### config.mk
export PLATFORM = sky130hd
export DESIGN_NAME = sha_back
export DESIGN_NICKNAME = d
export VERILOG_FILES = /design/src/rtl/sha_pkg.sv /design/src/rtl/sha_back.sv
export SDC_FILE = /design/constraint.sdc
export NUM_CORES = 2
export LEC_CHECK = 0
export BUFFER_PORTS_ARGS = -buffer_cell sky130_fd_sc_hd__buf_2
export CORE_ASPECT_RATIO = 1.4
export CORE_MARGIN = 2
export CORE_UTILIZATION = 55
export DETAILED_ROUTE_END_ITERATION = 16
export PLACE_DENSITY = 0.86
export SYNTH_ARGS = -nofsm -noshare
export SYNTH_HDL_FRONTEND = slang
export SYNTH_SLANG_ARGS = --single-unit
export TNS_END_PERCENT = 1
### constraint.sdc
create_clock -name clk -period 22.3 [get_ports clk]
set_input_delay 0 -clock clk [delete_from_list [all_inputs] [get_ports clk]]
set_output_delay 0 -clock clk [all_outputs]
set_load 0.01 [all_outputs]
### src/rtl/sha_pkg.sv
// Shared types, constants and round functions for the SHA-256 byte-stream hasher.
// Used by every module under rtl/; depends on nothing.
`default_nettype none

package sha_pkg;

  // One input beat: a message byte and its framing flags
  typedef struct packed {
    logic [7:0] data_byte;
    logic       byte_present;
    logic       last_byte;
  } in_item_t;

  // One result beat: a digest word and its position
  typedef struct packed {
    logic [31:0] digest_word;
    logic [2:0]  word_index;
    logic        last_word;
  } out_item_t;

  // One 512-bit block handed from front to back; word 0 sits in the top bits
  typedef struct packed {
    logic [511:0] words;
    logic         final_blk;
  } blk_t;

  localparam int QueueDepth = 2;

  typedef enum logic [1:0] {
    F_COLLECT,
    F_PAD,
    F_LEN
  } front_state_t;

  typedef enum logic [1:0] {
    B_IDLE,
    B_ROUND,
    B_ADD,
    B_OUT
  } back_state_t;

  function automatic logic [31:0] init_hash(input logic [2:0] i);
    logic [31:0] r;
    case (i)
      3'd0:    r = 32'h6a09e667;
      3'd1:    r = 32'hbb67ae85;
      3'd2:    r = 32'h3c6ef372;
      3'd3:    r = 32'ha54ff53a;
      3'd4:    r = 32'h510e527f;
      3'd5:    r = 32'h9b05688c;
      3'd6:    r = 32'h1f83d9ab;
      default: r = 32'h5be0cd19;
    endcase
    return r;
  endfunction

  function automatic logic [31:0] round_k(input logic [5:0] t);
    logic [31:0] r;
    case (t)
      6'd0:  r = 32'h428a2f98; 6'd1:  r = 32'h71374491; 6'd2:  r = 32'hb5c0fbcf;
      6'd3:  r = 32'he9b5dba5; 6'd4:  r = 32'h3956c25b; 6'd5:  r = 32'h59f111f1;
      6'd6:  r = 32'h923f82a4; 6'd7:  r = 32'hab1c5ed5; 6'd8:  r = 32'hd807aa98;
      6'd9:  r = 32'h12835b01; 6'd10: r = 32'h243185be; 6'd11: r = 32'h550c7dc3;
      6'd12: r = 32'h72be5d74; 6'd13: r = 32'h80deb1fe; 6'd14: r = 32'h9bdc06a7;
      6'd15: r = 32'hc19bf174; 6'd16: r = 32'he49b69c1; 6'd17: r = 32'hefbe4786;
      6'd18: r = 32'h0fc19dc6; 6'd19: r = 32'h240ca1cc; 6'd20: r = 32'h2de92c6f;
      6'd21: r = 32'h4a7484aa; 6'd22: r = 32'h5cb0a9dc; 6'd23: r = 32'h76f988da;
      6'd24: r = 32'h983e5152; 6'd25: r = 32'ha831c66d; 6'd26: r = 32'hb00327c8;
      6'd27: r = 32'hbf597fc7; 6'd28: r = 32'hc6e00bf3; 6'd29: r = 32'hd5a79147;
      6'd30: r = 32'h06ca6351; 6'd31: r = 32'h14292967; 6'd32: r = 32'h27b70a85;
      6'd33: r = 32'h2e1b2138; 6'd34: r = 32'h4d2c6dfc; 6'd35: r = 32'h53380d13;
      6'd36: r = 32'h650a7354; 6'd37: r = 32'h766a0abb; 6'd38: r = 32'h81c2c92e;
      6'd39: r = 32'h92722c85; 6'd40: r = 32'ha2bfe8a1; 6'd41: r = 32'ha81a664b;
      6'd42: r = 32'hc24b8b70; 6'd43: r = 32'hc76c51a3; 6'd44: r = 32'hd192e819;
      6'd45: r = 32'hd6990624; 6'd46: r = 32'hf40e3585; 6'd47: r = 32'h106aa070;
      6'd48: r = 32'h19a4c116; 6'd49: r = 32'h1e376c08; 6'd50: r = 32'h2748774c;
      6'd51: r = 32'h34b0bcb5; 6'd52: r = 32'h391c0cb3; 6'd53: r = 32'h4ed8aa4a;
      6'd54: r = 32'h5b9cca4f; 6'd55: r = 32'h682e6ff3; 6'd56: r = 32'h748f82ee;
      6'd57: r = 32'h78a5636f; 6'd58: r = 32'h84c87814; 6'd59: r = 32'h8cc70208;
      6'd60: r = 32'h90befffa; 6'd61: r = 32'ha4506ceb; 6'd62: r = 32'hbef9a3f7;
      default: r = 32'hc67178f2;
    endcase
    return r;
  endfunction

  function automatic logic [31:0] rotr(input logic [31:0] x, input int n);
    return (x >> n) | (x << (32 - n));
  endfunction

  function automatic logic [31:0] big_sig0(input logic [31:0] x);
    return rotr(x, 2) ^ rotr(x, 13) ^ rotr(x, 22);
  endfunction

  function automatic logic [31:0] big_sig1(input logic [31:0] x);
    return rotr(x, 6) ^ rotr(x, 11) ^ rotr(x, 25);
  endfunction

  function automatic logic [31:0] sml_sig0(input logic [31:0] x);
    return rotr(x, 7) ^ rotr(x, 18) ^ (x >> 3);
  endfunction

  function automatic logic [31:0] sml_sig1(input logic [31:0] x);
    return rotr(x, 17) ^ rotr(x, 19) ^ (x >> 10);
  endfunction

endpackage

`default_nettype wire

### src/rtl/sha_back.sv
// Back end: 64-round compression with a rolling schedule, chaining and digest output.
// Depends on sha_pkg; takes blocks from sha_bq.
`default_nettype none

module sha_back (
  input  wire logic          clk,
  input  wire logic          rst_n,
  input  wire logic          q_valid,
  input  wire sha_pkg::blk_t q_data,
  output logic               q_pop,
  output logic               out_empty,
  input  wire logic          out_pop,
  output sha_pkg::out_item_t out_data
);

  sha_pkg::back_state_t state_r, state_nxt;
  logic [5:0]  rnd_r, rnd_nxt;
  logic [2:0]  oidx_r, oidx_nxt;
  logic        fin_r, fin_nxt;
  logic        ovalid_r, ovalid_nxt;
  sha_pkg::out_item_t odata_r, odata_nxt;
  logic [31:0] w_r [16];
  logic [31:0] w_nxt [16];
  logic [31:0] v_r [8];
  logic [31:0] v_nxt [8];
  logic [31:0] h_r [8];
  logic [31:0] h_nxt [8];
  logic [31:0] t1, t2, ch, mj, w_new;
  logic        out_load;

  assign out_empty = !ovalid_r;
  assign out_data  = odata_r;
  assign out_load  = !ovalid_r || out_pop;

  // Round function and schedule word
  always_comb begin
    ch    = (v_r[4] & v_r[5]) ^ (~v_r[4] & v_r[6]);
    mj    = (v_r[0] & v_r[1]) ^ (v_r[1] & v_r[2]) ^ (v_r[2] & v_r[0]);
    t1    = v_r[7] + sha_pkg::big_sig1(v_r[4]) + ch + sha_pkg::round_k(rnd_r) + w_r[0];
    t2    = sha_pkg::big_sig0(v_r[0]) + mj;
    w_new = sha_pkg::sml_sig1(w_r[14]) + w_r[9] + sha_pkg::sml_sig0(w_r[1]) + w_r[0];
  end

  // Next state
  always_comb begin
    state_nxt = state_r;
    case (state_r)
      sha_pkg::B_IDLE:  if (q_valid) state_nxt = sha_pkg::B_ROUND;
      sha_pkg::B_ROUND: if (rnd_r == 6'd63) state_nxt = sha_pkg::B_ADD;
      sha_pkg::B_ADD:   state_nxt = fin_r ? sha_pkg::B_OUT : sha_pkg::B_IDLE;
      sha_pkg::B_OUT:   if (out_load && oidx_r == 3'd7) state_nxt = sha_pkg::B_IDLE;
      default:          state_nxt = sha_pkg::B_IDLE;
    endcase
  end

  // Outputs and datapath
  always_comb begin
    q_pop      = 1'b0;
    rnd_nxt    = rnd_r;
    oidx_nxt   = oidx_r;
    fin_nxt    = fin_r;
    ovalid_nxt = ovalid_r && !out_pop;
    odata_nxt  = odata_r;
    for (int i = 0; i < 16; i++) w_nxt[i] = w_r[i];
    for (int i = 0; i < 8; i++) begin
      v_nxt[i] = v_r[i];
      h_nxt[i] = h_r[i];
    end
    case (state_r)
      sha_pkg::B_IDLE: begin
        if (q_valid) begin
          q_pop   = 1'b1;
          rnd_nxt = '0;
          fin_nxt = q_data.final_blk;
          for (int i = 0; i < 16; i++) w_nxt[i] = q_data.words[511-32*i -: 32];
          for (int i = 0; i < 8; i++) v_nxt[i] = h_r[i];
        end
      end
      sha_pkg::B_ROUND: begin
        // Advance the working words and slide the schedule window
        v_nxt[7] = v_r[6];
        v_nxt[6] = v_r[5];
        v_nxt[5] = v_r[4];
        v_nxt[4] = v_r[3] + t1;
        v_nxt[3] = v_r[2];
        v_nxt[2] = v_r[1];
        v_nxt[1] = v_r[0];
        v_nxt[0] = t1 + t2;
        for (int i = 0; i < 15; i++) w_nxt[i] = w_r[i+1];
        w_nxt[15] = w_new;
        rnd_nxt = rnd_r + 6'd1;
      end
      sha_pkg::B_ADD: begin
        for (int i = 0; i < 8; i++) h_nxt[i] = h_r[i] + v_r[i];
        oidx_nxt = '0;
      end
      sha_pkg::B_OUT: begin
        if (out_load) begin
          ovalid_nxt            = 1'b1;
          odata_nxt.digest_word = h_r[oidx_r];
          odata_nxt.word_index  = oidx_r;
          odata_nxt.last_word   = (oidx_r == 3'd7);
          oidx_nxt              = oidx_r + 3'd1;
          if (oidx_r == 3'd7) begin
            for (int i = 0; i < 8; i++) h_nxt[i] = sha_pkg::init_hash(3'(i));
          end
        end
      end
      default: ;
    endcase
  end

  always_ff @(posedge clk) begin
    if (!rst_n) begin
      state_r  <= sha_pkg::B_IDLE;
      ovalid_r <= 1'b0;
      rnd_r    <= '0;
      oidx_r   <= '0;
      fin_r    <= 1'b0;
      for (int i = 0; i < 8; i++) h_r[i] <= sha_pkg::init_hash(3'(i));
    end else begin
      state_r  <= state_nxt;
      ovalid_r <= ovalid_nxt;
      rnd_r    <= rnd_nxt;
      oidx_r   <= oidx_nxt;
      fin_r    <= fin_nxt;
      for (int i = 0; i < 8; i++) h_r[i] <= h_nxt[i];
    end
  end

  // Hold payload registers; no reset needed
  always_ff @(posedge clk) begin
    odata_r <= odata_nxt;
    for (int i = 0; i < 16; i++) w_r[i] <= w_nxt[i];
    for (int i = 0; i < 8; i++) v_r[i] <= v_nxt[i];
  end

endmodule

`default_nettype wire

==> results.py, run 1 <==
metrics = {
    "yosys": {
        "yosys.cell_count.top_type": "nand2_1",
        "synth_top_flop_cell": "edfxtp_1",
        "synth_common_cells": "nand2_1, edfxtp_1, a21oi_1",
        "async_reset_ff_share_pct": 0,
        "synth_largest_area_cell": "edfxtp_1",
        "syn_nets": 9081,
        "synth_area_per_cell_um2": 9.08,
        "portion_of_synthesized_cell_area_occupied_by_the_leading_cell_type_pct": 33.3,
        "post_synth_inst_count": 7978,
        "syn-cell-area_um2": 72400,
        "synth.yosys.seq_area_share_pct": 41.7,
        "largest_cells_by_area_after_synthesis": "edfxtp_1, nand2_1, dfxtp_1",
        "post_synth_cell_types": 101,
        "synth-edff-count": 804,
        "ys.warnings.count": 0,
        "postSynthRegisterBits": 1105,
    },
    "clock_tree": {
        "cts_num_sinks": 1105,
        "cts-buffers-inserted": 111,
        "cts-root-to-sink-buffers": 3,
        "cts_resized": 0,
        "cts-root-buf": "clkbuf_16",
        "cts_max_level": 3,
    },
    "global_routing": {
        "vias_in_the_first_global_route": 73900,
        "grt_util_all_layers_pct": 48.6,
        "grt_max_degree": 223,
        "first_pass_grt_wire_length_um": 475000,
        "grt_ovf": 4,
    },
    "floorplan": {
        "boundary_pins": 555,
        "start_util_pct": 55.4,
        "die_w_um": 311,
        "std_cell_rows": 157,
        "dieHeight_um": 433,
    },
    "status": {
        "result_of_the_run": "stopped before the end",
        "failed_stage": "global routing (5_1_grt)",
        "tool_error_message": "[ERROR GRT-0116] Global routing finished with congestion. Check the congestion regions in the DRC Viewer.",
    },
    "placed_design": {
        "place.port_buffers": 554,
        "dpl.hpwl_um": 216000,
        "globalplace.congestion": 1.03,
    },
}
## what timing repair did
| item | in CTS |
|---|---|
| setup buffers | 0 |
| endpoints found under the hold margin | 542 |
| hold buffers | 660 |
## kinds of logic after synthesis
family,after synthesis,share of synthesized area (%)
AO/OA/AOI/OAI,1642,14.4
buffers and inverters,752,3.92
AND/OR/NAND/NOR,3172,17.6
adder cells (fa/ha/maj),588,12.2
XOR/XNOR,583,7.07
flip-flops,1105,41.7
multiplexers,136,3.12
## metrics by stage
stage                     instances  area [um^2]  worst slack [ns]
after floorplan                7978        72400              5.78
after global placement         9963        76700             13.39
after detailed placement       9963        76700             13.41
after CTS                     10800        86900             13.37
## routing by layer
layer,global-route usage [%],GRT overflow
met1,46.1,0
met2,78.4,3
met3,16.6,0
met4,53.9,1
met5,2.74,0
==> run 2, diff against run 1 <==
Settings changed: CORE_ASPECT_RATIO 1.4 to unset, CORE_UTILIZATION 55 to 40, PLACE_DENSITY 0.86 to unset, PLACE_DENSITY_LB_ADDON set to 0.15.
==> run 2 against run 1 <==
- the flow now finishes without violations
- area after synthesis did not move
- synthesized cell count did not move
==> results.py, run 2 <==
metrics = {
    "sta": {
        "setup_viol": 0,
        "rsz0062_at_grt": "false",
        "finalCriticalPeriod_ns": 8.51,
        "timing.final.max_slew_violations": 0,
        "max_freq_mhz": 118,
        "max_slew.worst_pin.slew_ns": 1.27,
        "final_min_period_over_clock_period_pct": 38.2,
        "hold_viol_final": 0,
        "timing.clock.skew_ns": 0.0471,
        "setup_total_negative_slack_ns": 0,
        "slew_hr_pct": 14.5,
        "setup_slack_ns": 13.79,
    },
    "yosys": {
        "async_reset_ff_share_pct": 0,
        "largest_cells_by_area_after_synthesis": "edfxtp_1, nand2_1, dfxtp_1",
        "syn_nets": 9081,
        "synth_area_per_cell_um2": 9.08,
        "postSynthRegisterBits": 1105,
        "synth-edff-count": 804,
        "synth_common_cells": "nand2_1, edfxtp_1, a21oi_1",
        "post_synth_cell_types": 101,
        "portion_of_synthesized_cell_area_occupied_by_the_leading_cell_type_pct": 33.3,
        "syn-cell-area_um2": 72400,
        "ys.warnings.count": 0,
        "post_synth_inst_count": 7978,
        "synth.yosys.seq_area_share_pct": 41.7,
        "synth_top_flop_cell": "edfxtp_1",
        "yosys.cell_count.top_type": "nand2_1",
        "synth_largest_area_cell": "edfxtp_1",
    },
    "worst_hold_path": {
        "timing.hold.worst.class": "in -> reg",
        "holdPathStages": 4,
        "hp-start": "q_data[72]",
        "worst_hold_path.endpoint": "w_r[1][167]$_DFFE_PP_",
    },
    "status": {
        "result_of_the_run": "complete, no violations",
    },
    "clock_tree": {
        "cts-buffers-inserted": 137,
        "cts_tree": "built",
        "cts_num_sinks": 1105,
        "cts_max_level": 4,
        "cts-root-to-sink-buffers": 3,
        "post-cts-setup-buffers": 0,
        "clk-insertion-delay-late_ns": 0.81,
        "cts-root-buf": "clkbuf_16",
        "post_cts_clock_slew_at_the_launch_and_capture_registers_of_the_worst_setup_and_hold_paths_ns": 0.06,
        "cts_hold_buffers": 827,
        "cts_resized": 0,
    },
    "layout": {
        "post-route-util_pct": 50.0,
        "max_reg_flops": 512,
        "top_register_by_number_of_flip_flops": "w_r",
        "drive_gt1_share_pct": 10.9,
        "reg.largest.list": "w_r: 512 flops, h_r: 256 flops, v_r: 256 flops",
        "most_common_cell_after_layout_fill_and_taps_aside": "nand2_1",
        "register_area_um2": 30200,
        "layout.cells.most_common_list": "nand2_1, dlygate4sd3_1, edfxtp_1",
        "fillCellCount": 16600,
        "fin_nets": 10300,
        "multi_input_comb_area_um2": 39500,
        "area_delta_synth_final_pct": 24.6,
    },
    "worst_setup_path": {
        "cp_slowest_cell": "edfxtp_1",
        "r2r_start": "v_r[1][27]$_DFFE_PP_",
        "timing.critical_path.from_type": "flop",
        "worst_path_most_repeated_cell": "xnor2_1",
        "critical_path_arrival_ns": 9.02,
        "cp.required_ns": 22.81,
        "setup.worst_path.end_class": "flop",
        "r2r_cells": 33,
        "worst-setup-path-type": "reg -> reg",
        "crit_path_max_fanout": 6,
        "timing.reg2reg.setup_slack_ns": 13.79,
        "worst_path_largest_cell_delay_ns": 0.60,
        "worstReg2RegEnd": "v_r[0][31]$_DFFE_PP_",
    },
    "floorplan": {
        "die_w_um": 429,
        "placeableCoreArea_um2": 180000,
        "die_area_um2": 184000,
        "start_util_pct": 40.1,
        "dieHeight_um": 429,
        "boundary_pins": 555,
        "std_cell_rows": 156,
    },
    "placed_design": {
        "pre_cts_ws_ns": 13.88,
        "dpl.hpwl_um": 215000,
        "place.port_buffers": 554,
        "globalplace.congestion": 0.973,
    },
    "route": {
        "route.final.wire_length_um": 296000,
        "drt_iter0_drc": 6313,
        "viasPerCell": 5.58,
        "route.detailed.wl_per_inst_um": 25.4,
        "dr_total_vias": 65200,
        "drt_pre_antenna_iters": 6,
        "remaining_drc_errors": 0,
        "drt.antenna.violating_nets": 0,
    },
    "global_routing": {
        "antenna_found_initial": 31,
        "vias_in_the_first_global_route": 64600,
        "grt_max_degree": 205,
        "grt_util_all_layers_pct": 31.4,
        "grt_ovf": 0,
        "first_pass_grt_wire_length_um": 432000,
    },
    "job": {
        "max_cap_viol_count": 0,
    },
}
-- run 2: cell counts after synthesis --
No cell type changed its count.
-- run 2: worst max-delay path, delay by kind of cell (launching register included) --
family / cells / cell delay [ns]
AOI/OAI and AO/OA: 18 / 3.55
adders and majority gates: 6 / 2.59
xor gates and xnor gates: 5 / 1.11
DFF: 1 / 0.60
and+or+nand+nor: 1 / 0.21
buffers and inverters: 3 / 0.15
-- run 2: layout make-up --
cell class / count / area share (%)
Tap cell: 2370 / 3.29
Inverter: 344 / 1.44
Sequential cell: 1105 / 33.4
Multi-Input combinational cell: 6121 / 43.8
Antenna cell: 32 / 0.0887
Clock inverter: 64 / 0.964
Clock buffer: 189 / 4.16
Timing Repair Buffer: 1449 / 12.9
-- run 2: metrics by stage --
stage	cells	hold WS, ns	instance area [um^2]
final	11700	0.0320	90200
after global routing	11700	-0.00661	90200
after global placement	10600	0.259	77300
after detailed placement	10600	0.264	77300
after floorplan	7978	0.136	72400
after CTS	11600	0.000361	90200
-- run 2: how the worst max path moves through the flow --
stage / start / endpoint / slack, ns
6_report: v_r[1][27]$_DFFE_PP_ / v_r[0][31]$_DFFE_PP_ / 13.79
5_1_grt: v_r[1][27]$_DFFE_PP_ / v_r[0][31]$_DFFE_PP_ / 13.19
4_1_cts: v_r[1][27]$_DFFE_PP_ / v_r[0][31]$_DFFE_PP_ / 13.84
3_5_place_dp: v_r[1][27]$_DFFE_PP_ / v_r[0][31]$_DFFE_PP_ / 13.88
3_3_place_gp: v_r[1][26]$_DFFE_PP_ / v_r[0][31]$_DFFE_PP_ / 14.00
2_1_floorplan: state_r[1]$_SDFFE_PN0P_ / v_r[0][0]$_DFFE_PP_ / 5.78
-- run 2: kinds of logic (layout without fill, tap and decap cells) --
group | after synthesis | in the layout | share of synthesized area [%]
AND/OR/NAND/NOR | 3172 | 3172 | 17.6
AO/OA/AOI/OAI | 1642 | 1642 | 14.4
flip-flops | 1105 | 1105 | 41.7
buffers and inverters | 752 | 2046 | 3.92
adder cells (fa/ha/maj) | 588 | 588 | 12.2
XOR/XNOR | 583 | 583 | 7.07
multiplexers | 136 | 136 | 3.12
other | 0 | 32 | 0
-- run 2: routing by layer --
metal	vias to the layer above	GRT usage, %	part of all wire (%)	wire (um)
met5	-	0	0.025	75
met4	10	15.9	5.7	17000
met1	31800	40.1	41	120000
met2	2813	51.8	47	139000
li1	30000	-	-	-
met3	604	4.77	6.7	19900
Power of run 2 is not shown: default switching activity piles up to over one toggle a cycle in this logic, so the estimate is an artifact.
