--- src/rtl/sha_pkg.sv ---
// Shared types, constants and round functions for the SHA-256 byte-stream hasher.
// Used by every module under rtl/; depends on nothing.
`default_nettype none

package sha_pkg;

  // One input beat: a message byte and its framing flags
  typedef struct packed {
    logic [7:0] data_byte;
    logic       byte_present;
    logic       last_byte;
  } in_item_t;

  // One result beat: a digest word and its position
  typedef struct packed {
    logic [31:0] digest_word;
    logic [2:0]  word_index;
    logic        last_word;
  } out_item_t;

  // One 512-bit block handed from front to back; word 0 sits in the top bits
  typedef struct packed {
    logic [511:0] words;
    logic         final_blk;
  } blk_t;

  localparam int QueueDepth = 2;

  typedef enum logic [1:0] {
    F_COLLECT,
    F_PAD,
    F_LEN
  } front_state_t;

  typedef enum logic [1:0] {
    B_IDLE,
    B_ROUND,
    B_ADD,
    B_OUT
  } back_state_t;

  function automatic logic [31:0] init_hash(input logic [2:0] i);
    logic [31:0] r;
    case (i)
      3'd0:    r = 32'h6a09e667;
      3'd1:    r = 32'hbb67ae85;
      3'd2:    r = 32'h3c6ef372;
      3'd3:    r = 32'ha54ff53a;
      3'd4:    r = 32'h510e527f;
      3'd5:    r = 32'h9b05688c;
      3'd6:    r = 32'h1f83d9ab;
      default: r = 32'h5be0cd19;
    endcase
    return r;
  endfunction

  function automatic logic [31:0] round_k(input logic [5:0] t);
    logic [31:0] r;
    case (t)
      6'd0:  r = 32'h428a2f98; 6'd1:  r = 32'h71374491; 6'd2:  r = 32'hb5c0fbcf;
      6'd3:  r = 32'he9b5dba5; 6'd4:  r = 32'h3956c25b; 6'd5:  r = 32'h59f111f1;
      6'd6:  r = 32'h923f82a4; 6'd7:  r = 32'hab1c5ed5; 6'd8:  r = 32'hd807aa98;
      6'd9:  r = 32'h12835b01; 6'd10: r = 32'h243185be; 6'd11: r = 32'h550c7dc3;
      6'd12: r = 32'h72be5d74; 6'd13: r = 32'h80deb1fe; 6'd14: r = 32'h9bdc06a7;
      6'd15: r = 32'hc19bf174; 6'd16: r = 32'he49b69c1; 6'd17: r = 32'hefbe4786;
      6'd18: r = 32'h0fc19dc6; 6'd19: r = 32'h240ca1cc; 6'd20: r = 32'h2de92c6f;
      6'd21: r = 32'h4a7484aa; 6'd22: r = 32'h5cb0a9dc; 6'd23: r = 32'h76f988da;
      6'd24: r = 32'h983e5152; 6'd25: r = 32'ha831c66d; 6'd26: r = 32'hb00327c8;
      6'd27: r = 32'hbf597fc7; 6'd28: r = 32'hc6e00bf3; 6'd29: r = 32'hd5a79147;
      6'd30: r = 32'h06ca6351; 6'd31: r = 32'h14292967; 6'd32: r = 32'h27b70a85;
      6'd33: r = 32'h2e1b2138; 6'd34: r = 32'h4d2c6dfc; 6'd35: r = 32'h53380d13;
      6'd36: r = 32'h650a7354; 6'd37: r = 32'h766a0abb; 6'd38: r = 32'h81c2c92e;
      6'd39: r = 32'h92722c85; 6'd40: r = 32'ha2bfe8a1; 6'd41: r = 32'ha81a664b;
      6'd42: r = 32'hc24b8b70; 6'd43: r = 32'hc76c51a3; 6'd44: r = 32'hd192e819;
      6'd45: r = 32'hd6990624; 6'd46: r = 32'hf40e3585; 6'd47: r = 32'h106aa070;
      6'd48: r = 32'h19a4c116; 6'd49: r = 32'h1e376c08; 6'd50: r = 32'h2748774c;
      6'd51: r = 32'h34b0bcb5; 6'd52: r = 32'h391c0cb3; 6'd53: r = 32'h4ed8aa4a;
      6'd54: r = 32'h5b9cca4f; 6'd55: r = 32'h682e6ff3; 6'd56: r = 32'h748f82ee;
      6'd57: r = 32'h78a5636f; 6'd58: r = 32'h84c87814; 6'd59: r = 32'h8cc70208;
      6'd60: r = 32'h90befffa; 6'd61: r = 32'ha4506ceb; 6'd62: r = 32'hbef9a3f7;
      default: r = 32'hc67178f2;
    endcase
    return r;
  endfunction

  function automatic logic [31:0] rotr(input logic [31:0] x, input int n);
    return (x >> n) | (x << (32 - n));
  endfunction

  function automatic logic [31:0] big_sig0(input logic [31:0] x);
    return rotr(x, 2) ^ rotr(x, 13) ^ rotr(x, 22);
  endfunction

  function automatic logic [31:0] big_sig1(input logic [31:0] x);
    return rotr(x, 6) ^ rotr(x, 11) ^ rotr(x, 25);
  endfunction

  function automatic logic [31:0] sml_sig0(input logic [31:0] x);
    return rotr(x, 7) ^ rotr(x, 18) ^ (x >> 3);
  endfunction

  function automatic logic [31:0] sml_sig1(input logic [31:0] x);
    return rotr(x, 17) ^ rotr(x, 19) ^ (x >> 10);
  endfunction

endpackage

`default_nettype wire

--- src/rtl/sha_front.sv ---
// Front end: packs message bytes into 512-bit blocks and appends padding.
// Depends on sha_pkg; feeds complete blocks into sha_bq.
`default_nettype none

module sha_front (
  input  wire logic             clk,
  input  wire logic             rst_n,
  input  wire logic             in_push,
  output logic                  in_full,
  input  wire sha_pkg::in_item_t in_data,
  output logic                  q_push,
  output sha_pkg::blk_t         q_data,
  input  wire logic             q_ready
);

  sha_pkg::front_state_t state_r, state_nxt;
  logic [60:0] cnt_r, cnt_nxt;
  logic [31:0] buf_r [16];
  logic [31:0] buf_nxt [16];
  logic [31:0] byte_words [16];
  logic [31:0] pad_words [16];
  logic [511:0] byte_flat, pad_flat, len_flat;
  logic [5:0]  pos;
  logic [3:0]  widx;
  logic [4:0]  sh;
  logic [63:0] bit_len;
  logic        accept;
  logic        fits;

  assign pos     = cnt_r[5:0];
  assign widx    = pos[5:2];
  assign sh      = {~pos[1:0], 3'b000};
  assign bit_len = {cnt_r, 3'b000};
  assign fits    = (pos < 6'd56);
  assign in_full = (state_r != sha_pkg::F_COLLECT) || !q_ready;
  assign accept  = in_push && !in_full;

  // Merge the incoming byte, and build the padded block
  always_comb begin
    for (int i = 0; i < 16; i++) begin
      if (4'(i) == widx) begin
        byte_words[i] = (pos[1:0] == 2'd0) ? {in_data.data_byte, 24'h0}
                      : (buf_r[i] | ({24'h0, in_data.data_byte} << sh));
        pad_words[i]  = (pos[1:0] == 2'd0) ? 32'h8000_0000
                      : (buf_r[i] | (32'h0000_0080 << sh));
      end else if (4'(i) < widx) begin
        byte_words[i] = buf_r[i];
        pad_words[i]  = buf_r[i];
      end else begin
        byte_words[i] = buf_r[i];
        pad_words[i]  = '0;
      end
    end
    if (fits) begin
      pad_words[14] = bit_len[63:32];
      pad_words[15] = bit_len[31:0];
    end
    for (int i = 0; i < 16; i++) begin
      byte_flat[511-32*i -: 32] = byte_words[i];
      pad_flat[511-32*i -: 32]  = pad_words[i];
    end
    len_flat = {448'h0, bit_len};
  end

  // Next state
  always_comb begin
    state_nxt = state_r;
    case (state_r)
      sha_pkg::F_COLLECT: begin
        if (accept && in_data.last_byte) state_nxt = sha_pkg::F_PAD;
      end
      sha_pkg::F_PAD: begin
        if (q_ready) state_nxt = fits ? sha_pkg::F_COLLECT : sha_pkg::F_LEN;
      end
      sha_pkg::F_LEN: begin
        if (q_ready) state_nxt = sha_pkg::F_COLLECT;
      end
      default: state_nxt = sha_pkg::F_COLLECT;
    endcase
  end

  // Outputs and datapath
  always_comb begin
    q_push = 1'b0;
    q_data = '0;
    cnt_nxt = cnt_r;
    for (int i = 0; i < 16; i++) buf_nxt[i] = buf_r[i];
    case (state_r)
      sha_pkg::F_COLLECT: begin
        if (accept && in_data.byte_present) begin
          for (int i = 0; i < 16; i++) buf_nxt[i] = byte_words[i];
          cnt_nxt = cnt_r + 61'd1;
          if (pos == 6'd63) begin
            q_push = 1'b1;
            q_data.words = byte_flat;
          end
        end
      end
      sha_pkg::F_PAD: begin
        if (q_ready) begin
          q_push = 1'b1;
          q_data.words = pad_flat;
          q_data.final_blk = fits;
          if (fits) cnt_nxt = '0;
        end
      end
      sha_pkg::F_LEN: begin
        if (q_ready) begin
          q_push = 1'b1;
          q_data.words = len_flat;
          q_data.final_blk = 1'b1;
          cnt_nxt = '0;
        end
      end
      default: ;
    endcase
  end

  always_ff @(posedge clk) begin
    if (!rst_n) begin
      state_r <= sha_pkg::F_COLLECT;
      cnt_r   <= '0;
    end else begin
      state_r <= state_nxt;
      cnt_r   <= cnt_nxt;
    end
  end

  // Hold block words; no reset needed
  always_ff @(posedge clk) begin
    for (int i = 0; i < 16; i++) buf_r[i] <= buf_nxt[i];
  end

endmodule

`default_nettype wire

--- config.mk ---
export PLATFORM = sky130hd
export DESIGN_NAME = sha_front
export DESIGN_NICKNAME = d
export VERILOG_FILES = /design/src/rtl/sha_pkg.sv /design/src/rtl/sha_front.sv
export SDC_FILE = /design/constraint.sdc
export NUM_CORES = 1
export LEC_CHECK = 0
export CELL_PAD_IN_SITES_DETAIL_PLACEMENT = 0
export CELL_PAD_IN_SITES_GLOBAL_PLACEMENT = 1
export CORE_UTILIZATION = 49
export DETAILED_ROUTE_END_ITERATION = 6
export DONT_BUFFER_PORTS = 1
export HOLD_SLACK_MARGIN = 0.08
export PLACE_DENSITY_LB_ADDON = 0.1
export SLEW_MARGIN = 20
export SYNTH_ARGS = -nofsm -noshare
export SYNTH_HDL_FRONTEND = slang
export SYNTH_SLANG_ARGS = --single-unit
--- constraint.sdc ---
create_clock -name clk -period 24.7 [get_ports clk]
set_input_delay 2.47 -clock clk [delete_from_list [all_inputs] [get_ports clk]]
set_output_delay 2.47 -clock clk [all_outputs]
set_load 0.02 [all_outputs]
==> results of run 1 <==
[state kept, by name (all words and copies together) (netlist names)]
signal   flops
state_r      2
cnt_r       61
buf_r      512
[Yosys cell counts (4+ instances only)]
cell type	n
nor2_1	849
or3_1	23
nand4_1	24
buf_1	26
and3b_1	15
nand2b_1	8
and4b_1	4
nor4bb_1	6
nor3b_1	17
mux2i_1	4
or4_1	7
xnor2_1	21
a211o_1	24
o31ai_1	10
and2_1	23
and4_1	5
inv_1	111
nor4b_2	4
nor3_1	24
xor2_1	5
a21oi_1	525
o21ai_0	162
nand2_1	115
a221oi_1	5
ha_1	7
dfxtp_1	63
nor2b_1	18
buf_2	33
or2_2	11
nor4_1	26
edfxtp_1	512
a222oi_1	43
a21o_1	20
and3_1	17
a22oi_1	480
a2bb2oi_1	11
o211ai_1	4
a22o_1	46
clkbuf_1	361
nand3_1	35
[metrics by stage]
stage / setup WS (ns) / util [%] / area, µm² / total power [mW] / cells
finish: 15.70 / 53.7 / 36000 / 2.47 / 4391
global route: 15.52 / 53.7 / 36000 / 2.51 / 4391
CTS: 15.14 / 53.5 / 35900 / 2.45 / 4387
detailed placement: 15.14 / 50.1 / 33700 / 1.41 / 4263
global placement: 15.22 / 50.1 / 33600 / 1.40 / 4263
floorplan: 5.01 / - / 33300 / 1.28 / 3752
[cell families after synthesis]
group,synth area share [%]
flip-flops,50.0
buffers and inverters,6.26
adder cells (fa/ha/maj),0.263
AND/OR/NAND/NOR,16.8
AO/OA/AOI/OAI,25.9
XOR/XNOR,0.684
multiplexers,0.154
[final cells by class]
class,count,area [µm²]
Fill cell,6060,31100
Sequential cell,575,16600
Multi-Input combinational cell,2640,15000
Clock buffer,83,1830
Tap cell,873,1090
Timing Repair Buffer,66,604
Clock inverter,41,450
Inverter,113,424
[where the power goes]
group | switching [mW] | internal, mW
Sequential | 0.00747 | 1.08
Combinational | 0.265 | 0.0536
Clock | 0.440 | 0.625
Total | 0.713 | 1.75
[per-layer routing]
| layer | part of all wire [%] | global-route usage (%) | up-vias | wire, µm |
|---|---|---|---|---|
| met5 | 0 | 0 | - | 0 |
| met4 | 4.4 | 15.3 | 0 | 5950 |
| met3 | 12 | 10.8 | 314 | 16800 |
| met2 | 45 | 57.5 | 2102 | 61500 |
| met1 | 38 | 50.7 | 15200 | 52200 |
| li1 | - | - | 13200 | - |
[worst max-delay path, stage by stage]
cell and delay (ns):
and4_4 0.70, and3_4 0.61, buf_4 0.79, buf_12 0.69
a22oi_1 0.30, nor2_1 0.60
[cells in the final DEF, fill, tap and decap left out, types with 11 or more instances in the layout]
cell,Yosys,layout
dfxtp_1,63,57
and2_1,23,23
a2bb2oi_1,11,11
a21oi_1,525,521
a222oi_1,43,43
xnor2_1,21,21
nor4_1,26,26
a211o_1,24,24
or2_2,11,11
nand3_1,35,35
clkinv_2,0,15
o21ai_0,162,162
inv_1,111,110
a22oi_1,480,480
and3b_2,0,12
a21o_1,20,20
nand2_1,115,115
buf_4,1,57
edfxtp_1,512,512
nor3_1,24,21
a22o_1,46,46
or3_1,23,23
clkbuf_1,361,11
nand4_1,24,24
clkbuf_16,0,71
nor2_1,849,844
clkinv_1,1,11
[path summary, 6_finish.rpt]
path | end | cells past startpoint
hold / removal | cnt_r[40] | 2
hold reg to reg | cnt_r[40] | 2
setup reg to reg | buf_r[0][53] | 8
setup / recovery | q_data[118] | 6
==> flow_summary.json, run 1 <==
{
  "grt_pass1_wl_um": 195000,
  "cp.arrival_ns": 6.53,
  "worstSetupStartpointType": "input pin",
  "cts.sinks": 575,
  "hold_violations": 0,
  "yosys.area.top_type": "edfxtp_1",
  "vias": 30900,
  "antenna_found_initial": 4,
  "period_minus_slack_ns": 9.00,
  "drive_above_1_share_pct": 7.65,
  "die_w_um": 263,
  "hold_class": "reg -> reg",
  "reg2reg_slack_ns": 20.28,
  "worstMarginPinSlew_ns": 1.27,
  "ys_seq_area_share_pct": 50.0,
  "netlist_instances": 3752,
  "rows": 95,
  "post_drt_wl_per_cell_um": 31.1,
  "p_leak_nw": 11.7,
  "grt_pass1_vias": 28000,
  "track_usage_pct": 37.8,
  "netlist_top_cells_area": "edfxtp_1 (46%), a22oi_1 (11%), nor2_1 (9.6%)",
  "core-area_um2": 67200,
  "crit_fanout": 217,
  "die_height_um": 263,
  "drt-vias-per-instance": 7.03,
  "htree_levels": 3,
  "avgSynthCellArea_um2": 8.88,
  "first_pass_iters": 7,
  "clock.fmax_ghz": 0.111,
  "portBuffers": 0,
  "hold_slack_ns": 0.499,
  "grt_setup_unrepaired": "false",
  "postCtsSetupBuffers": 0,
  "violations": "design-rule violations",
  "crit_path_end_kind": "output port",
  "cp-startpoint": "in_data[1]",
  "ys_types": 66,
  "hold_buffers": 0,
  "root_buffer": "clkbuf_16",
  "synth_area_um2": 33300,
  "maxCapViolCount": 0,
  "drt_first_iter_violations": 5079,
  "drt-total-wl_um": 136000,
  "cts_made_buffers": 68,
  "grt_max_degree": 232,
  "clockBufferDepth": 3,
  "dominantRegCellSynth": "edfxtp_1",
  "postRouteAntennaNets": 0,
  "nNetsFinal": 3485,
  "start_util_pct": 49.6,
  "async_flop_share_pct": 0,
  "diodes": 0,
  "synth-seq-cells": 575,
  "min_from": "cnt_r[40]",
  "synthesis.nets": 3773,
  "status": "complete, but fails checks",
  "timing.setup.tns_ns": 0,
  "peakVddDrop_mv": 0.0459,
  "syn_to_final_growth_pct": 8.20,
  "timing.rr.start": "cnt_r[1]",
  "synth_top_area_share_pct": 46.2,
  "gr-total-overflow": 0,
  "period_share_pct": 36.4,
  "io_pins": 529,
  "ctsResizeCount": 0,
  "setup_viol": 0,
  "drc": 28,
  "cts_tree": "built",
  "skew_ns": 0.0168,
  "die-area_um2": 69000,
  "synth_edf_count": 512,
  "crit_required_ns": 22.23,
  "drv_slew": 0,
  "place.gp.congestion": 0.907,
  "relSlewSlack_pct": 15.0,
  "p_per_area_nw_per_um2": 68.5,
  "yosysWarnings": 0,
  "clkTransAtPathRegs_ns": 0.06,
  "clk_latency_ns": 0.63,
  "worst-setup-path-type": "in -> out",
  "dp_hpwl_um": 81400
}
No activity file was read; power rests on OpenSTA's default activity.
==> inputs of run 2 (changes only) <==
- CORE_UTILIZATION: 49 -> 44
- clock period: 24.7 -> 7.5 ns (I/O delays scaled with it)
==> run 2 against run 1 <==
  * The run still ends with design-rule violations left
  * Power rose to 3.2 times the previous value
  * Non-clock buffer count increased by 4
  * Sequential share of layout area up 0.084 points
  * Wire length up 2.3%
  * Flip-flop and latch count unchanged
  * Count of clock-buffer cells in the layout up 10
  * First-iteration DRC count decreased by 10%
  * Worst setup slack got worse by 14 ns
  * Largest power group unchanged
==> flow_summary.json, run 2 (synthesis results as in run 1) <==
{
  "status": "complete, but fails checks",
  "violations": "design-rule violations",
  "cts.sinks": 575,
  "io_pins": 529,
  "worstPathCellList": "inv_1 > ha_1 > and4_4 > and3_4 > buf_4 > a22oi_1 > nor2_1",
  "crit_fanout": 66,
  "drc": 4,
  "vias": 30500,
  "relSlewSlack_pct": 16.7,
  "timing.setup.tns_ns": 0,
  "nNetsFinal": 3490,
  "period_minus_slack_ns": 5.59,
  "largest_register": "buf_r",
  "post_drt_wl_per_cell_um": 31.1,
  "clock.fmax_ghz": 0.179,
  "drt-total-wl_um": 140000,
  "clkTransAtPathRegs_ns": 0.06,
  "root_buffer": "clkbuf_16",
  "first_pass_iters": 7,
  "place.gp.congestion": 0.873,
  "clockBufferDepth": 3,
  "gr-total-overflow": 0,
  "grtUsageMet3_pct": 7.96,
  "drt_first_iter_violations": 4567,
  "die_w_um": 277,
  "rr_worst_depth": 6,
  "largest_reg_flops": 512,
  "crit_path_end_kind": "output port",
  "die_height_um": 277,
  "cp.arrival_ns": 4.84,
  "use_met1_pct": 48.2,
  "cts_tree": "built",
  "drv_slew": 0,
  "p_total_mw": 7.88,
  "postRouteAntennaNets": 0,
  "grt_max_degree": 130,
  "start_util_pct": 44.6,
  "drive_above_1_share_pct": 7.39,
  "drt-vias-per-instance": 6.80,
  "hold_violations": 0,
  "multiInputGateArea_um2": 15000,
  "die-area_um2": 76800,
  "final_common_cell": "nor2_1",
  "fill_cells": 6985,
  "grt.met2_usage_pct": 52.8,
  "postCtsSetupBuffers": 0,
  "ctsResizeCount": 0,
  "hold_class": "in -> reg",
  "grt_pass1_vias": 27600,
  "top_regs": "buf_r x512, cnt_r x61, state_r x2",
  "grt_pass1_wl_um": 199000,
  "maxCapViolCount": 0,
  "rows": 100,
  "fin_util_pct": 48.2,
  "p_leak_nw": 11.6,
  "stdcell_count": 4489,
  "hold_depth": 1,
  "p_per_area_nw_per_um2": 219,
  "core-area_um2": 74700,
  "dpl_cell_area_um2": 33800,
  "antenna_found_initial": 7,
  "clk_latency_ns": 0.64,
  "syn_to_final_growth_pct": 8.01,
  "worstSetupStartpointType": "flop",
  "cts_made_buffers": 69,
  "period_share_pct": 74.5,
  "dp_hpwl_um": 85700,
  "mostFrequentLayoutCells": "nor2_1 (845), a21oi_1 (521), edfxtp_1 (512), a22oi_1 (480), o21ai_0 (162)",
  "busiest_layer": "met2",
  "track_usage_pct": 34.7,
  "fin_area_um2": 36000,
  "hold_buffers": 0,
  "slowest_stage": "and3_4",
  "slowest_delay_ns": 0.97,
  "pre_cts_ws_ns": 2.51,
  "setup_viol": 0,
  "crit_required_ns": 6.75,
  "dp.cells": 4365,
  "hold_slack_ns": 0.265,
  "setup_ws_ns": 1.91,
  "skew_ns": 0.0215,
  "htree_levels": 3,
  "worstMarginPinSlew_ns": 1.24,
  "seqCellArea_um2": 16600,
  "grt_setup_unrepaired": "false",
  "peakVddDrop_mv": 0.165,
  "worst-setup-path-type": "reg -> out",
  "portBuffers": 0
}
## run 2: cell types whose count changed in the layout (fill, tap and decap cells not counted), moves of 2 or more
cell	delta
buf_16	-2
buf_4	+5
buf_6	+2
bufinv_16	-6
clkbuf_1	+9
clkinv_1	+2
clkinv_2	-6
nor2_2	-2
## run 2: power breakdown
part           switching [mW]  leakage (nW)  internal [mW]
clock                    1.43          1.03           1.87
sequential             0.0247          4.08           3.55
combinational           0.832          6.51          0.173
total                    2.29          11.6           5.59
## run 2: final cells by class
class / instances / share of cell area [%]
well taps: 969 / 3.37
inverters: 113 / 1.18
clock inverters: 28 / 0.619
flip-flops and latches: 575 / 46.3
diodes: 1 / 0.00696
multi-input cells: 2640 / 41.7
repair buffers: 70 / 1.64
clock buffers: 93 / 5.26
## run 2: path summary, 6_finish.rpt
path,end,slack [ns],start
worst max register to register,buf_r[0][179],2.86,state_r[0]
worst min register to register,cnt_r[53],0.51,cnt_r[53]
worst max-delay path,q_data[377],1.91,state_r[0]
worst min-delay path,state_r[1],0.27,rst_n
## run 2: metal layers
layer	part of all wire, %	vias to the layer above
met5	0.0093	-
met4	4.0	2
met3	11	267
met2	45	1921
met1	40	15100
li1	-	13200
## run 2: critical path: cells and delay by family (launching register included)
family | cells | cell delay [ns]
fa+ha+maj | 1 | 0.36
compound gates | 1 | 0.14
buf+inv | 2 | 0.82
flops | 1 | 0.36
simple gates | 3 | 2.40
