===== config.mk =====
export PLATFORM = sky130hd
export DESIGN_NAME = sha_bq
export DESIGN_NICKNAME = d
export VERILOG_FILES = /design/src/rtl/sha_pkg.sv /design/src/rtl/sha_bq.sv
export SDC_FILE = /design/constraint.sdc
export NUM_CORES = 1
export LEC_CHECK = 0
export ABC_AREA = 0
export BUFFER_PORTS_ARGS = -buffer_cell sky130_fd_sc_hd__clkbuf_2
export CAP_MARGIN = 0
export CORE_AREA = 2 2 398 400
export CTS_BUF_LIST = sky130_fd_sc_hd__clkbuf_4
export DETAILED_ROUTE_END_ITERATION = 8
export DIE_AREA = 0 0 400 402
export GPL_TIMING_DRIVEN = 0
export PLACE_DENSITY = 0.43
export SYNTH_ARGS = -nofsm -noshare
export SYNTH_HDL_FRONTEND = slang
export SYNTH_SLANG_ARGS = --single-unit

===== constraint.sdc =====
create_clock -name clk -period 13.3 [get_ports clk]
set_input_delay 1.33 -clock clk [delete_from_list [all_inputs] [get_ports clk]]
set_output_delay 1.33 -clock clk [all_outputs]
set_load 0.01 [all_outputs]

===== src/rtl/sha_pkg.sv =====
// Shared types, constants and round functions for the SHA-256 byte-stream hasher.
// Used by every module under rtl/; depends on nothing.
`default_nettype none

package sha_pkg;

  // One input beat: a message byte and its framing flags
  typedef struct packed {
    logic [7:0] data_byte;
    logic       byte_present;
    logic       last_byte;
  } in_item_t;

  // One result beat: a digest word and its position
  typedef struct packed {
    logic [31:0] digest_word;
    logic [2:0]  word_index;
    logic        last_word;
  } out_item_t;

  // One 512-bit block handed from front to back; word 0 sits in the top bits
  typedef struct packed {
    logic [511:0] words;
    logic         final_blk;
  } blk_t;

  localparam int QueueDepth = 2;

  typedef enum logic [1:0] {
    F_COLLECT,
    F_PAD,
    F_LEN
  } front_state_t;

  typedef enum logic [1:0] {
    B_IDLE,
    B_ROUND,
    B_ADD,
    B_OUT
  } back_state_t;

  function automatic logic [31:0] init_hash(input logic [2:0] i);
    logic [31:0] r;
    case (i)
      3'd0:    r = 32'h6a09e667;
      3'd1:    r = 32'hbb67ae85;
      3'd2:    r = 32'h3c6ef372;
      3'd3:    r = 32'ha54ff53a;
      3'd4:    r = 32'h510e527f;
      3'd5:    r = 32'h9b05688c;
      3'd6:    r = 32'h1f83d9ab;
      default: r = 32'h5be0cd19;
    endcase
    return r;
  endfunction

  function automatic logic [31:0] round_k(input logic [5:0] t);
    logic [31:0] r;
    case (t)
      6'd0:  r = 32'h428a2f98; 6'd1:  r = 32'h71374491; 6'd2:  r = 32'hb5c0fbcf;
      6'd3:  r = 32'he9b5dba5; 6'd4:  r = 32'h3956c25b; 6'd5:  r = 32'h59f111f1;
      6'd6:  r = 32'h923f82a4; 6'd7:  r = 32'hab1c5ed5; 6'd8:  r = 32'hd807aa98;
      6'd9:  r = 32'h12835b01; 6'd10: r = 32'h243185be; 6'd11: r = 32'h550c7dc3;
      6'd12: r = 32'h72be5d74; 6'd13: r = 32'h80deb1fe; 6'd14: r = 32'h9bdc06a7;
      6'd15: r = 32'hc19bf174; 6'd16: r = 32'he49b69c1; 6'd17: r = 32'hefbe4786;
      6'd18: r = 32'h0fc19dc6; 6'd19: r = 32'h240ca1cc; 6'd20: r = 32'h2de92c6f;
      6'd21: r = 32'h4a7484aa; 6'd22: r = 32'h5cb0a9dc; 6'd23: r = 32'h76f988da;
      6'd24: r = 32'h983e5152; 6'd25: r = 32'ha831c66d; 6'd26: r = 32'hb00327c8;
      6'd27: r = 32'hbf597fc7; 6'd28: r = 32'hc6e00bf3; 6'd29: r = 32'hd5a79147;
      6'd30: r = 32'h06ca6351; 6'd31: r = 32'h14292967; 6'd32: r = 32'h27b70a85;
      6'd33: r = 32'h2e1b2138; 6'd34: r = 32'h4d2c6dfc; 6'd35: r = 32'h53380d13;
      6'd36: r = 32'h650a7354; 6'd37: r = 32'h766a0abb; 6'd38: r = 32'h81c2c92e;
      6'd39: r = 32'h92722c85; 6'd40: r = 32'ha2bfe8a1; 6'd41: r = 32'ha81a664b;
      6'd42: r = 32'hc24b8b70; 6'd43: r = 32'hc76c51a3; 6'd44: r = 32'hd192e819;
      6'd45: r = 32'hd6990624; 6'd46: r = 32'hf40e3585; 6'd47: r = 32'h106aa070;
      6'd48: r = 32'h19a4c116; 6'd49: r = 32'h1e376c08; 6'd50: r = 32'h2748774c;
      6'd51: r = 32'h34b0bcb5; 6'd52: r = 32'h391c0cb3; 6'd53: r = 32'h4ed8aa4a;
      6'd54: r = 32'h5b9cca4f; 6'd55: r = 32'h682e6ff3; 6'd56: r = 32'h748f82ee;
      6'd57: r = 32'h78a5636f; 6'd58: r = 32'h84c87814; 6'd59: r = 32'h8cc70208;
      6'd60: r = 32'h90befffa; 6'd61: r = 32'ha4506ceb; 6'd62: r = 32'hbef9a3f7;
      default: r = 32'hc67178f2;
    endcase
    return r;
  endfunction

  function automatic logic [31:0] rotr(input logic [31:0] x, input int n);
    return (x >> n) | (x << (32 - n));
  endfunction

  function automatic logic [31:0] big_sig0(input logic [31:0] x);
    return rotr(x, 2) ^ rotr(x, 13) ^ rotr(x, 22);
  endfunction

  function automatic logic [31:0] big_sig1(input logic [31:0] x);
    return rotr(x, 6) ^ rotr(x, 11) ^ rotr(x, 25);
  endfunction

  function automatic logic [31:0] sml_sig0(input logic [31:0] x);
    return rotr(x, 7) ^ rotr(x, 18) ^ (x >> 3);
  endfunction

  function automatic logic [31:0] sml_sig1(input logic [31:0] x);
    return rotr(x, 17) ^ rotr(x, 19) ^ (x >> 10);
  endfunction

endpackage

`default_nettype wire


===== src/rtl/sha_bq.sv =====
// Short block queue between the front end and the compression engine.
// Depends on sha_pkg for the block type.
`default_nettype none

module sha_bq #(
  parameter int DEPTH = sha_pkg::QueueDepth
) (
  input  wire logic          clk,
  input  wire logic          rst_n,
  input  wire logic          push,
  input  wire sha_pkg::blk_t din,
  output logic               ready,
  input  wire logic          pop,
  output sha_pkg::blk_t      dout,
  output logic               nonempty
);

  localparam int AW = (DEPTH > 1) ? $clog2(DEPTH) : 1;
  localparam int CW = $clog2(DEPTH + 1);

  sha_pkg::blk_t mem_r [DEPTH];
  logic [AW-1:0] wp_r, rp_r;
  logic [CW-1:0] cnt_r;
  logic          do_push, do_pop;

  assign ready    = (cnt_r != CW'(DEPTH));
  assign nonempty = (cnt_r != '0);
  assign do_push  = push && ready;
  assign do_pop   = pop && nonempty;
  assign dout     = mem_r[rp_r];

  function automatic logic [AW-1:0] inc(input logic [AW-1:0] p);
    return (p == AW'(DEPTH - 1)) ? '0 : p + AW'(1);
  endfunction

  always_ff @(posedge clk) begin
    if (!rst_n) begin
      wp_r  <= '0;
      rp_r  <= '0;
      cnt_r <= '0;
    end else begin
      if (do_push) wp_r <= inc(wp_r);
      if (do_pop)  rp_r <= inc(rp_r);
      cnt_r <= cnt_r + CW'(do_push) - CW'(do_pop);
    end
  end

  // Write the entry at the tail
  always_ff @(posedge clk) begin
    if (do_push) mem_r[wp_r] <= din;
  end

endmodule

`default_nettype wire


==> results_dict.tcl, run 1 <==
set metrics [dict create \
    p_leak_nw 18.62 \
    synth.most_common_cell "edfxtp_1" \
    hold_start "din[275]" \
    synth_top_area_share_pct 82.23 \
    post_cts_buffers 0 \
    grt_max_degree 108 \
    synthToLayoutAreaGrowth_pct 31.84 \
    slew_headroom_pct 53.49 \
    pin_count 1032 \
    critPathTopFamily "buffers and inverters" \
    hold_viol_final 0 \
    finalMaxSlewViolations 0 \
    synth_common_cells "edfxtp_1 (1026), mux2_2 (513), buf_6 (53), dfxtp_1 (5), buf_2 (4)" \
    place_congestion 0.7580 \
    fmax_mhz 240.2 \
    slowest_delay_ps 380 \
    peakVddDrop_mv 0.1059 \
    fp-row-count 146 \
    fin_area_um2 49390 \
    synth.distinct_cells 23 \
    ant_nets 0 \
    initial_core_util_pct 23.85 \
    core_um2 157100 \
    grtUsageMet2_pct 22.34 \
    ctsHoldBuffers 0 \
    r2r_start "cnt_r[0]" \
    cts-buffers-inserted 310 \
    antenna_found_initial 38 \
    drive_above_1_share_pct 65.95 \
    critPathBufInv 4 \
    ctsResizeCount 0 \
    finClkSkew_ps 59.65 \
    grt_use_met1_pct 12.69 \
    drcViolationCount 0 \
    rrSetupSlack_ps 10350 \
    gr-max-usage-layer "met2" \
    crit_required_ps 11970 \
    ys_ff_latch 1031 \
    critPathLaunchType "flip-flop" \
    placed_area_um2 45640 \
    yosysWarningCount 0 \
    finalCriticalPeriod_ps 4162 \
    worstPathMaxFanout 10 \
    dp_hpwl_mm 78.81 \
    vias 20960 \
    cp_data_arrival_time_ps 2830 \
    hold_class "input pin to flip-flop" \
    maxCapViolCount 0 \
    avgViaCountPerCell 3.985 \
    die-height_um 402 \
    worstMarginPinSlew_ps 697.6 \
    avgSynthCellArea_um2 23.06 \
    numPortBuffers 1031 \
    p_per_area_nw_per_um2 180.6 \
    syn_nets 2143 \
    post-route-period-util_pct 31.30 \
    use_met3_pct 7.625 \
    grt_pass1_vias 22170 \
    cts_tree "done" \
    die_w_um 400 \
    wire_per_inst_um 20.84 \
    clkLatencyLatePin_ps 1270 \
    critPathSlowestCell "mux2_2" \
    grt_setup_unrepaired "no" \
    synth-edff-count 1026 \
    cts.htree.levels 5 \
    crit_top_cell "buf_6" \
    synth_cells 1625 \
    die_area_um2 160800 \
    track_usage_pct 13.15 \
    wl_mm 109.6 \
    yosys.area.top_type "edfxtp_1" \
    finalSetupViolCount 0 \
    cts_root_buffer "clkbuf_4" \
    clk_pin_slew_worst_paths_ps 60 \
    async_reset_ff_share_pct 0 \
    ys_seq_area_share_pct 82.50 \
    end_kind "output port" \
    drt_iter0_drc 842 \
    grt_pass1_wl_mm 151.0 \
    crit_type "flip-flop to output port" \
    clk_path_buf_depth 4 \
    clkSinkCount 1031 \
    grt-ovfl-total 0 \
    status "finished clean" \
    ys.flop_type "edfxtp_1" \
    drt_pass1_iterations 5 \
    synthesis.area_um2 37470 \
    nNetsFinal 3501 \
    critical_path.cell_chain "buf_6 -> buf_6 -> buf_6 -> mux2_2 -> clkbuf_2" \
    power_mw 8.920 \
    yosys-top-cells-area "edfxtp_1 (82%), mux2_2 (15%), buf_6 (1.6%)" \
]
==> worst register-to-register path, delay by kind of cell (launching register included) <==
family                 cells  cell delay, ps
flip-flops                 1             440
AND/OR/NAND/NOR            2             420
buffers and inverters      3            1490
==> placed cells by master, fill, tap and decap left out, types with 2 or more instances in the layout <==
master / instances
o21ai_0: 2
a21bo_2: 2
clkbuf_2: 1031
edfxtp_1: 1026
clkbuf_4: 451
nand2b_1: 2
and2_1: 3
bufinv_16: 5
diode_2: 20
inv_2: 5
buf_6: 53
buf_2: 4
clkinv_2: 7
mux2_2: 513
nor2_1: 2
dfxtp_1: 5
buf_16: 14
clkinv_1: 29
==> area by class of cell <==
class	count	area (um2)
Tap cell	2072	2592
Clock inverter	47	321.6
Fill cell	15770	107700
Sequential cell	1031	30910
Timing Repair Buffer	1046	5565
Multi-Input combinational cell	536	5941
Clock buffer	451	3386
Inverter	1	11.26
Antenna cell	20	50.05
Buffer	57	616.8
==> logic make-up after synthesis <==
logic type | count (synthesis) | share of synthesized area [%]
buf+inv | 58 | 1.656
xor+xnor | 1 | 0.02338
mux | 514 | 15.45
flops | 1031 | 82.50
simple gates | 13 | 0.1971
compound gates | 7 | 0.1436
fa+ha+maj | 1 | 0.03339
==> state kept, by name, indices dropped and copies added (netlist names), named ones only <==
register and count:
wp_r 1, mem_r 1026, rp_r 1, cnt_r 2
==> through the flow <==
stage	setup WS, ps	hold slack, ps	util [%]	setup TNS [ps]	cells
final	9138	250.2	31.44	0	5261
after detailed placement	9436	571.3	29.05	0	4743
after global placement	-7077	550.6	28.78	-3556750	4728
after floorplan	1126	528.0	-	0	1625
after global routing	8788	35.41	31.43	0	5252
after CTS	8765	0.7025	31.41	0	5241
==> power by group <==
| group | switching, mW | internal [mW] |
|---|---|---|
| Sequential | 0.0574 | 3.95 |
| Clock | 1.32 | 1.63 |
| Combinational | 1.11 | 0.849 |
| Total | 2.49 | 6.43 |
==> path summary, 6_finish.rpt <==
kind,cells past startpoint,to
worst max-delay path,5,dout[247]
worst min-delay path,1,mem_r[1][275]
worst max register to register,5,mem_r[0][122]
worst min register to register,2,rp_r
==> per-layer routing <==
| metal | vias up | share of wire (%) | routed length, um |
|---|---|---|---|
| met3 | 292 | 12 | 13010 |
| met5 | - | 0.25 | 271 |
| met4 | 38 | 3.5 | 3860 |
| met1 | 10220 | 35 | 37850 |
| li1 | 9473 | - | - |
| met2 | 943 | 50 | 54640 |
Power figures use the tool's default switching activity.
==> inputs of run 2 (changes only) <==
Settings changed: ABC_AREA 0 to 1.
Clock period 13.3 ns to 3.7 ns, I/O delays scaled along.
==> results_dict.tcl, run 2 <==
set metrics [dict create \
    power_mw 35.25 \
    ant_nets 0 \
    nNetsFinal 4571 \
    synth.distinct_cells 12 \
    peakVddDrop_mv 0.3073 \
    grt_setup_unrepaired "no" \
    regMostFlops "mem_r" \
    clkLatencyLatePin_ps 1190 \
    cts_root_buffer "clkbuf_4" \
    place_congestion 0.7683 \
    synthesis.area_um2 37440 \
    dp_hpwl_mm 85.45 \
    grt-ovfl-total 0 \
    drt_iter0_drc 852 \
    final_common_cell "dlygate4sd3_1" \
    critPathLaunchType "flip-flop" \
    p_per_area_nw_per_um2 585.9 \
    status "finished clean" \
    avgSynthCellArea_um2 22.94 \
    wl_mm 120.2 \
    cts.htree.levels 5 \
    yosys.area.top_type "edfxtp_1" \
    n_fill_cell 15170 \
    vias 24940 \
    critical_path.cell_chain "buf_6 -> buf_6 -> buf_6 -> mux2_2 -> clkbuf_2" \
    die_w_um 400 \
    antenna_found_initial 31 \
    synth.most_common_cell "edfxtp_1" \
    hold_viol_final 0 \
    die-height_um 402 \
    drive_above_1_share_pct 49.89 \
    placed_area_um2 46160 \
    clk_pin_slew_worst_paths_ps 60 \
    fin_area_um2 60170 \
    critPathSlowestCell "mux2_2" \
    grt_pass1_vias 27160 \
    avgViaCountPerCell 3.942 \
    slew_headroom_pct 41.48 \
    worstMarginPinSlew_ps 875.7 \
    drcViolationCount 0 \
    async_reset_ff_share_pct 0 \
    crit_type "flip-flop to output port" \
    clkSinkCount 1031 \
    grt_max_degree 29 \
    finalSetupViolCount 0 \
    ctsResizeCount 0 \
    worstPathMaxFanout 10 \
    cp_data_arrival_time_ps 2790 \
    clk_path_buf_depth 4 \
    end_kind "output port" \
    wire_per_inst_um 18.99 \
    cts-buffers-inserted 309 \
    ys_seq_area_share_pct 82.57 \
    crit_top_cell "buf_6" \
    core_um2 157100 \
    whs_ps 442.9 \
    crit_required_ps 3330 \
    drt_pass1_iterations 6 \
    synthToLayoutAreaGrowth_pct 60.72 \
    setup-tns-final_ps 0 \
    die_area_um2 160800 \
    synth_cells 1632 \
    yosysWarningCount 0 \
    finalCriticalPeriod_ps 3158 \
    post-route-period-util_pct 85.34 \
    largest_reg_flops 1026 \
    final_cell_mix "dlygate4sd3_1 (1035), clkbuf_2 (1031), edfxtp_1 (1026), mux2_2 (513), clkbuf_4 (454)" \
    p_leak_nw 23.14 \
    fmax_mhz 316.7 \
    initial_core_util_pct 23.83 \
    hold_class "input pin to flip-flop" \
    pin_count 1032 \
    finClkSkew_ps 93.66 \
    fp-row-count 146 \
    yosys-top-cells-area "edfxtp_1 (82%), mux2_2 (15%), buf_6 (1.6%)" \
    finalMaxSlewViolations 0 \
    grt_pass1_wl_mm 170.7 \
    syn_nets 2150 \
    numPortBuffers 1031 \
    synth_top_area_share_pct 82.30 \
    ys_ff_latch 1031 \
    track_usage_pct 14.57 \
    synth-edff-count 1026 \
    final_util_pct 38.30 \
    cts_tree "done" \
    ys.flop_type "edfxtp_1" \
    maxCapViolCount 0 \
    top_regs "mem_r (1026), cnt_r (2)" \
    synth_common_cells "edfxtp_1 (1026), mux2_2 (513), buf_6 (53), nand2_1 (11), nor2_1 (9)" \
    slowest_delay_ps 420 \
]
[run 2: cell types whose count changed after synthesis, moves of 2 or more]
cell,delta
nand2_1,+10
nor2_1,+7
inv_1,+6
and2_1,-3
a21bo_2,-2
nand2b_1,-2
o21ai_0,-2
[run 2: through the flow]
step                      setup WS (ps)  cells
after floorplan                   -4849   1632
after CTS                         92.71   6311
after global placement           -10870   4735
after detailed placement          803.2   4779
final                             542.4   6328
after global routing              160.5   6325
[run 2: path summary, 6_finish.rpt]
| kind | endpoint | slack, ps | cells after the start | startpoint |
|---|---|---|---|---|
| hold / removal | mem_r[1][138] | 440 | 3 | din[138] |
| hold reg to reg | flip-flop | 500 | 2 | rp_r |
| setup / recovery | dout[244] | 540 | 5 | flip-flop |
| setup reg to reg | mem_r[1][389] | 940 | 9 | cnt_r[0] |
[run 2: cell families after synthesis]
| logic type | Yosys count | synth area share [%] |
|---|---|---|
| buffers and inverters | 64 | 1.718 |
| flip-flops | 1031 | 82.57 |
| adder cells (fa/ha/maj) | 1 | 0.03342 |
| AO/OA/AOI/OAI | 1 | 0.01336 |
| XOR/XNOR | 1 | 0.02340 |
| AND/OR/NAND/NOR | 21 | 0.2139 |
| multiplexers | 513 | 15.43 |
[run 2: repair_timing]
item / in CTS / in global routing
hold buffers: 1035 / 0
endpoints found under the hold margin: 1507 / 0
setup buffers: 0 / 0
[run 2: final cells by class]
class	count	area, um2	area share [%]
repair buffers	2110	16460	27.36
plain buffers	57	616.8	1.025
clock buffers	454	3408	5.665
inverters	7	26.28	0.04367
flip-flops and latches	1031	30910	51.38
multi-input cells	537	5913	9.828
clock inverters	43	195.2	0.3244
well taps	2072	2592	4.309
diodes	17	42.54	0.07071
[run 2: critical path: cells and delay by family (launching register included)]
family   cells  cell delay, ps
mux          1             420
flops        1             320
buf+inv      4             860
[run 2: where the power goes]
part           internal [mW]  switching (mW)  leakage, nW
Combinational           4.50            5.27         11.3
Clock                   5.60            4.81         2.19
Sequential              14.8           0.294         9.63
[run 2: per-layer routing]
metal,wire [um],GRT usage (%),vias up
li1,-,-,11580
met1,44280,14.95,12160
met2,59980,25.06,944
met3,11230,6.612,239
met4,4518,6.893,22
met5,183,0.2421,-
==> inputs of run 3 (changes only) <==
Settings changed: ABC_AREA 1 to unset, SETUP_SLACK_MARGIN set to 0.15.
==> results_dict.tcl, run 3 (same netlist as run 1, synthesis figures left out) <==
set metrics [dict create \
    cp_data_arrival_time_ps 4140 \
    r2r_start "cnt_r[0]" \
    slowest_delay_ps 560 \
    power_mw 33.06 \
    slew_headroom_pct 49.64 \
    final_common_cell "dlygate4sd3_1" \
    regMostFlops "mem_r" \
    final_cell_mix "dlygate4sd3_1 (1033), clkbuf_2 (1031), edfxtp_1 (1026), mux2_2 (513), clkbuf_4 (455)" \
    p_leak_nw 22.99 \
    grt_max_degree 56 \
    core_um2 157100 \
    fmax_mhz 305.8 \
    wl_mm 116.7 \
    clk_pin_slew_worst_paths_ps 60 \
    avgViaCountPerCell 3.923 \
    r2r_cells 9 \
    hold_viol_final 0 \
    dp_hpwl_mm 80.77 \
    fp-row-count 146 \
    die-height_um 402 \
    grt-ovfl-total 0 \
    p_per_area_nw_per_um2 552.2 \
    die_area_um2 160800 \
    finalMaxSlewViolations 0 \
    top_regs "mem_r (1026), cnt_r (2)" \
    worstMarginPinSlew_ps 753.9 \
    largest_reg_flops 1026 \
    ant_nets 0 \
    grt_pass1_wl_mm 167.0 \
    numPortBuffers 1031 \
    crit_type "flip-flop to flip-flop" \
    synthToLayoutAreaGrowth_pct 59.80 \
    cts_root_buffer "clkbuf_4" \
    critPathLaunchType "flip-flop" \
    drcViolationCount 0 \
    cp.depth 9 \
    drive_above_1_share_pct 49.75 \
    end_kind "flip-flop" \
    critPathTopFamily "buffers and inverters" \
    use_met3_pct 6.313 \
    critPathLaunch "cnt_r[0]" \
    die_w_um 400 \
    final_util_pct 38.11 \
    grtUsageMet2_pct 24.58 \
    post-route-period-util_pct 88.37 \
    critPathBufInv 7 \
    cts-buffers-inserted 308 \
    cts_tree "done" \
    nNetsFinal 4543 \
    wire_per_inst_um 18.51 \
    crit_top_cell "buf_12" \
    maxCapViolCount 0 \
    hold_start "push" \
    crit_required_ps 4570 \
    hold_class "input pin to flip-flop" \
    post_cts_buffers 0 \
    antenna_found_initial 23 \
    track_usage_pct 14.15 \
    clk_path_buf_depth 4 \
    gr-max-usage-layer "met2" \
    clkLatencyLatePin_ps 1250 \
    peakVddDrop_mv 0.3712 \
    status "finished clean" \
    critical_path.cell_chain "nand2b_4 -> nand3b_1 -> clkinvlp_4 -> buf_12 -> buf_12 -> buf_12 -> buf_12 -> buf_12 -> buf_12" \
    grt_pass1_vias 26880 \
    finClkSkew_ps 98.40 \
    place_congestion 0.7759 \
    n_fill_cell 15210 \
    worstPathMaxFanout 35 \
    grt_setup_unrepaired "no" \
    pin_count 1032 \
    drt_pass1_iterations 5 \
    initial_core_util_pct 23.85 \
    cts.htree.levels 5 \
    grt_use_met1_pct 14.98 \
    clkSinkCount 1031 \
    holdPathStages 4 \
    finalSetupViolCount 0 \
    finalCriticalPeriod_ps 3270 \
    vias 24730 \
    critPathSlowestCell "clkinvlp_4" \
    drt_iter0_drc 1021 \
]
-- run 3: cell types whose count changed in the layout (fill, tap and decap cells not counted), sizes merged, moves of 2 or more --
cell | before | now
nand2 | 11 | 1
dlygate4sd3 | 1035 | 1033
nor2 | 9 | 2
nand2b | 0 | 2
clkinv | 36 | 40
buf | 101 | 83
and2 | 0 | 3
o21ai | 0 | 2
a21bo | 0 | 2
diode | 17 | 15
inv | 13 | 5
-- run 3: cell type report --
type / count / area (um2) / area share (%)
Tap cell: 2072 / 2592 / 4.330
Clock inverter: 47 / 230.2 / 0.3845
Sequential cell: 1031 / 30910 / 51.63
Inverter: 1 / 7.507 / 0.01254
Timing Repair Buffer: 2090 / 16090 / 26.87
Antenna cell: 15 / 37.54 / 0.06269
Clock buffer: 455 / 3416 / 5.705
Buffer: 57 / 640.6 / 1.070
Multi-Input combinational cell: 536 / 5948 / 9.935
-- run 3: per-stage QoR --
step | cell area, um2 | instances | hold slack [ps] | worst slack [ps] | TNS [ps]
5_1_grt | 59870 | 6304 | 99.72 | 150.8 | 0
6_report | 59870 | 6304 | 288.7 | 430.3 | 0
2_1_floorplan | 37480 | 1625 | 468.9 | -5026 | -4355390
3_3_place_gp | 45230 | 4728 | 559.0 | -11450 | -9987110
4_1_cts | 59830 | 6289 | 10.30 | 144.5 | 0
3_5_place_dp | 45830 | 4754 | 562.4 | 300.5 | 0
-- run 3: final timing paths --
check | end | slack, ps
min reg2reg | wp_r | 600
max reg2reg | mem_r[0][417] | 430
max | mem_r[0][417] | 430
min | wp_r | 290
-- run 3: what timing repair did --
| action | in CTS | in global routing |
|---|---|---|
| hold endpoints to repair | 1106 | 0 |
| hold buffers | 1033 | 0 |
| setup endpoints to repair | 33 | 0 |
| resized for setup | 7 | 0 |
-- run 3: per-layer routing --
metal  wire, um  vias up
met5        166        -
met4       3035       28
met3      10520      232
met2      58850      903
met1      44110    12030
li1           -    11550
-- run 3: tightest hold or removal path: cells and delay by family --
kind                   cells  cell delay [ps]
buffers and inverters      2              740
AND/OR/NAND/NOR            1              170
AO/OA/AOI/OAI              1              100
-- run 3: power by group --
| group | total [mW] | internal (mW) | switching [mW] |
|---|---|---|---|
| clock network | 10.5 | 5.68 | 4.80 |
| registers | 14.4 | 14.2 | 0.210 |
| logic | 8.19 | 3.86 | 4.33 |
| total | 33.1 | 23.7 | 9.33 |
